<file path="src/sv/sit_pkg.sv">
// Package for the segment intersection test: pipeline constants and control type.
// Depends on nothing; used by sit_pipe_ctl and segment_intersection_test.
package sit_pkg;

   localparam int COORD_WIDTH_DEFAULT = 16;
   localparam int NUM_STAGES          = 4;

   // Stage positions along the pipeline
   localparam int STG_DIFF = 0;
   localparam int STG_PROD = 1;
   localparam int STG_FLAG = 2;
   localparam int STG_OUT  = 3;

   // Per-stage load enables from the control block to the datapath
   typedef struct packed {
      logic [NUM_STAGES-1:0] load;
   } sit_ctl_type;

endpackage

</file>
<file path="src/sv/sit_pipe_ctl.sv">
// Valid-bit tracking and stage load enables for the intersection pipeline.
// Depends on sit_pkg.
module sit_pipe_ctl (
   input  logic                clock,
   input  logic                reset,
   input  logic                in_valid,
   output logic                in_stall,
   input  logic                out_stall,
   output logic                out_valid,
   output sit_pkg::sit_ctl_type ctl
);
   import sit_pkg::*;

   logic [NUM_STAGES-1:0] valid_ff;
   logic [NUM_STAGES-1:0] valid_in;
   logic [NUM_STAGES-1:0] load;

   // A stage loads when empty or when its contents move on; bubbles collapse
   always_comb begin
      load[NUM_STAGES-1] = !valid_ff[NUM_STAGES-1] || !out_stall;
      for (int k = NUM_STAGES - 2; k >= 0; k--) begin
         load[k] = !valid_ff[k] || load[k+1];
      end
   end

   // Next valid bits
   always_comb begin
      valid_in = valid_ff;
      if (load[0]) begin
         valid_in[0] = in_valid;
      end
      for (int k = 1; k < NUM_STAGES; k++) begin
         if (load[k]) begin
            valid_in[k] = valid_ff[k-1];
         end
      end
   end

   always_ff @(posedge clock) begin
      if (reset) begin
         valid_ff <= '0;
      end else begin
         valid_ff <= valid_in;
      end
   end

   assign ctl.load  = load;
   assign in_stall  = !load[0];
   assign out_valid = valid_ff[NUM_STAGES-1];

endmodule

</file>
<file path="config.mk">
export PLATFORM = sky130hd
export DESIGN_NAME = sit_pipe_ctl
export DESIGN_NICKNAME = d
export VERILOG_FILES = /design/src/sv/sit_pkg.sv /design/src/sv/sit_pipe_ctl.sv
export SDC_FILE = /design/constraint.sdc
export NUM_CORES = 1
export LEC_CHECK = 0
export BUFFER_PORTS_ARGS = -buffer_cell sky130_fd_sc_hd__buf_4
export CAP_MARGIN = 20
export CORE_AREA = 3 3 40 42
export CTS_BUF_LIST = sky130_fd_sc_hd__clkbuf_8 sky130_fd_sc_hd__clkbuf_16
export CTS_CLUSTER_SIZE = 10
export DETAILED_ROUTE_END_ITERATION = 8
export DIE_AREA = 0 0 43 45
export GPL_TIMING_DRIVEN = 1
export PLACE_DENSITY_LB_ADDON = 0.05
export SLEW_MARGIN = 20
export SYNTH_ARGS = -nofsm -noshare
export SYNTH_HDL_FRONTEND = slang
export SYNTH_SLANG_ARGS = --single-unit
</file>
<file path="constraint.sdc">
create_clock -name clock -period 2.5 [get_ports clock]
set_input_delay 0.5 -clock clock [delete_from_list [all_inputs] [get_ports clock]]
set_output_delay 0.5 -clock clock [all_outputs]
set_load 0.01 [all_outputs]
</file>
# == Word level (Yosys, flattened, before mapping) ==
# Cells that the tools add are included.
# totals
reg_bits,4
latchBits,0
ram_bits,0
rom_bits,0
input_bits,4
output_inout_bits,6
n_memories,0
# classes
addsub,0
mul,0
div_mod_pow,0
order_cmp,0
eq_ne,0
n_shift,0
n_mux,0
bitwise,0
reduce_logical,10
# ops
operator,count
zero test 1 bit,6
logical OR 1 bit,4

# == Longest topological paths before layout ==
# depth
ltp_word,6
depth_mapped,2
mapped_depth_nobuf,2

# == Least setup slack after synthesis ==
# OpenSTA, ideal clock, no wires.
# synth_timing
path_kind,in2out
start,in out_stall
end,out ctl[0] (netlist bit)
arrival_ns,0.905
required_ns,2.000
setup_slack_ns,1.095
stages,2
path_cell_list,nand4_4 -> or2_1
# synth_rtl
element,line,text
"start, declared",sit_pipe_ctl.sv:8,"input logic out_stall,"
"end, declared",sit_pipe_ctl.sv:10,output sit_pkg::sit_ctl_type ctl

==> results.yml <==
synthesis:
  synthXorXnorAreaFrac_pct: 0
  synth_top_cell_area_share_pct: 48.5
  ys_ff_latch: 4
  yosysTopAreaCell: "dfxtp_1"
  synth_fa_ha_area_share_pct: 0
  ys_top_cells_by_area: "dfxtp_1, nand4_4, a21oi_1"
  synth_area_sq_um: 165
  synthCells: 17
  synth-compound-area-share_pct: 16.7
  synthSimpleGateAreaFrac_pct: 30.3
  syn_avg_cell_area_sq_um: 9.72
  ys_warn_count: 0
  synth.distinct_cells: 10
  synth_top_family_by_area: "simple AND/OR/NAND/NOR gates"
  synth_mux_area_share_pct: 0
  synth_seq_area_share_pct: 48.5
  syn-num-nets: 21
cts:
  postCtsSetupRepairBufs: 0
  h-tree-depth: 1
  cts_buffer_depth: 2
  clock-sinks: 4
  clk_pin_slew_ps: 30
  cts_tree: "built"
  cts_hold_buf: 0
  cts_buffers: 3
  clk_latency_ps: 210
  ctsResizeCount: 0
  cts-root-buf: "clkbuf_8"
min_path:
  worstHoldPathType: "reg2reg"
  min_from: "valid_ff[1]"
flow_run:
  cap_viol_max_count: 0
timing:
  rsz0062_at_grt: "false"
  finalCriticalPeriod_ps: 1640
  setup_tns_ps: 0
  fin_crit_sh_pct: 65.8
  tightestPinTransition_ps: 218
  maxSlewViolCount: 0
  clock_skew_ps: 1.16
  hold_violations: 0
  fmax_mhz: 608
  relSlewSlack_pct: 85.5
  setup_violations: 0
pwr:
  peakVddDrop_mv: 0.260
  p_per_area_nw_per_um2: 718
  total_power_uw: 210
  p_leak_uw: 0.000128
routing:
  vias: 154
  drtIter0Drc: 1
  wl_per_cell_um: 8.27
  ant_nets: 0
  drtPass1Iterations: 3
  drc_errors: 0
  wl_um: 364
  viasPerCell: 3.50
worst_setup_path:
  reg2reg_from: "valid_ff[3]"
  path_cells: "nand4_4 > or2_1 > buf_4"
  cp-end-kind: "output pin"
  critical_path_class: "reg2out"
  crit_buf_inv: 1
  critPathMaxStageDelay_ps: 420
  crit_family: "flip-flops"
  cp-start-kind: "flip-flop"
  crit_slowest_cell: "dfxtp_1"
  arrival_ps: 1140
  critical_path.startpoint: "valid_ff[3]"
  cp_max_fo: 5
  cp.required_ps: 2000
cells_and_area:
  fin_area_sq_um: 293
  syn_to_final_growth_pct: 77.3
  stdcell_count: 44
  most-common-layout-cells: "buf_4, dfxtp_1, a21oi_1, clkbuf_8"
  fin_nets: 35
  top_register: "valid_ff"
  antennaDiodeCount: 0
  largest_reg_flops: 4
  layout_commonest_cell: "buf_4"
  reg.largest.list: "valid_ff: 4 flops"
  drive_gt1_share_pct: 48.3
  nFillCells: 146
grt:
  grt_max_degree: 6
  grt_pass1_vias: 157
  grt_antenna_before_repair: 0
  grt_overflow_total: 0
  grtUsageTotal_pct: 5.83
  grt_pass1_wl_um: 710
floorplan:
  core_area_sq_um: 1280
  dieArea_sq_um: 1940
  dieHeight_um: 45
  start_util_pct: 12.9
  die-width_um: 43
  pin_count: 10
  num_rows: 13
placed_design:
  io_buffer_count: 9
  dp_hpwl_um: 301
  placed_cell_area_sq_um: 251
  gp_congestion: 0.658
  dp_cells: 41
run_status:
  status: "completed"
-- final cells by class --
class	count	area, sq um	area share (%)
Inverter	2	7.51	2.56
Multi-Input combinational cell	11	77.6	26.5
Sequential cell	4	80.1	27.4
Tap cell	15	18.8	6.41
Clock buffer	3	41.3	14.1
Timing Repair Buffer	9	67.6	23.1
-- power by group --
group | internal (uW) | switching, uW | total (uW)
registers | 66.7 | 2.01 | 68.7
clock network | 102 | 28.4 | 131
logic | 5.59 | 5.24 | 10.8
-- per-stage QoR --
step           hold WS, ps  worst slack (ps)  util (%)
2_1_floorplan          454              1090         -
3_3_place_gp           485               881      19.6
3_5_place_dp           476               878      19.6
4_1_cts                483               844      22.8
5_1_grt                493               749      22.8
6_report               473               856      22.8
-- logic make-up (layout without fill, tap and decap cells) --
| kind of cell | count (synthesis) | in the layout |
|---|---|---|
| buf+inv | 2 | 14 |
| compound gates | 4 | 4 |
| simple gates | 7 | 7 |
| flops | 4 | 4 |
-- routing by layer --
metal | global-route usage [%] | wire length [um] | vias up
met5 | 0 | 0 | -
met1 | 5.78 | 157 | 64
li1 | - | - | 82
met3 | 5.58 | 64 | 0
met2 | 5.99 | 141 | 8
met4 | 7.23 | 0 | 0
-- worst min-delay path: stages (launching register included) --
cell and delay (ps):
dfxtp_1 320, inv_1 60, a21oi_1 50
-- Yosys cell counts (all sizes together) --
| cell | instances |
|---|---|
| or2 | 1 |
| nand2b | 1 |
| nand3 | 1 |
| inv | 2 |
| nor2 | 2 |
| o31ai | 1 |
| a21oi | 3 |
| nand2 | 1 |
| nand4 | 1 |
| dfxtp | 4 |
-- worst paths after layout --
check / to / slack, ps / cells past startpoint
max reg2reg: valid_ff[0] / 1660 / 2
min: valid_ff[2] / 470 / 2
max: ctl[0] / 860 / 3
min reg2reg: valid_ff[2] / 470 / 2
Note: power is estimated with default switching activity, not from simulation.
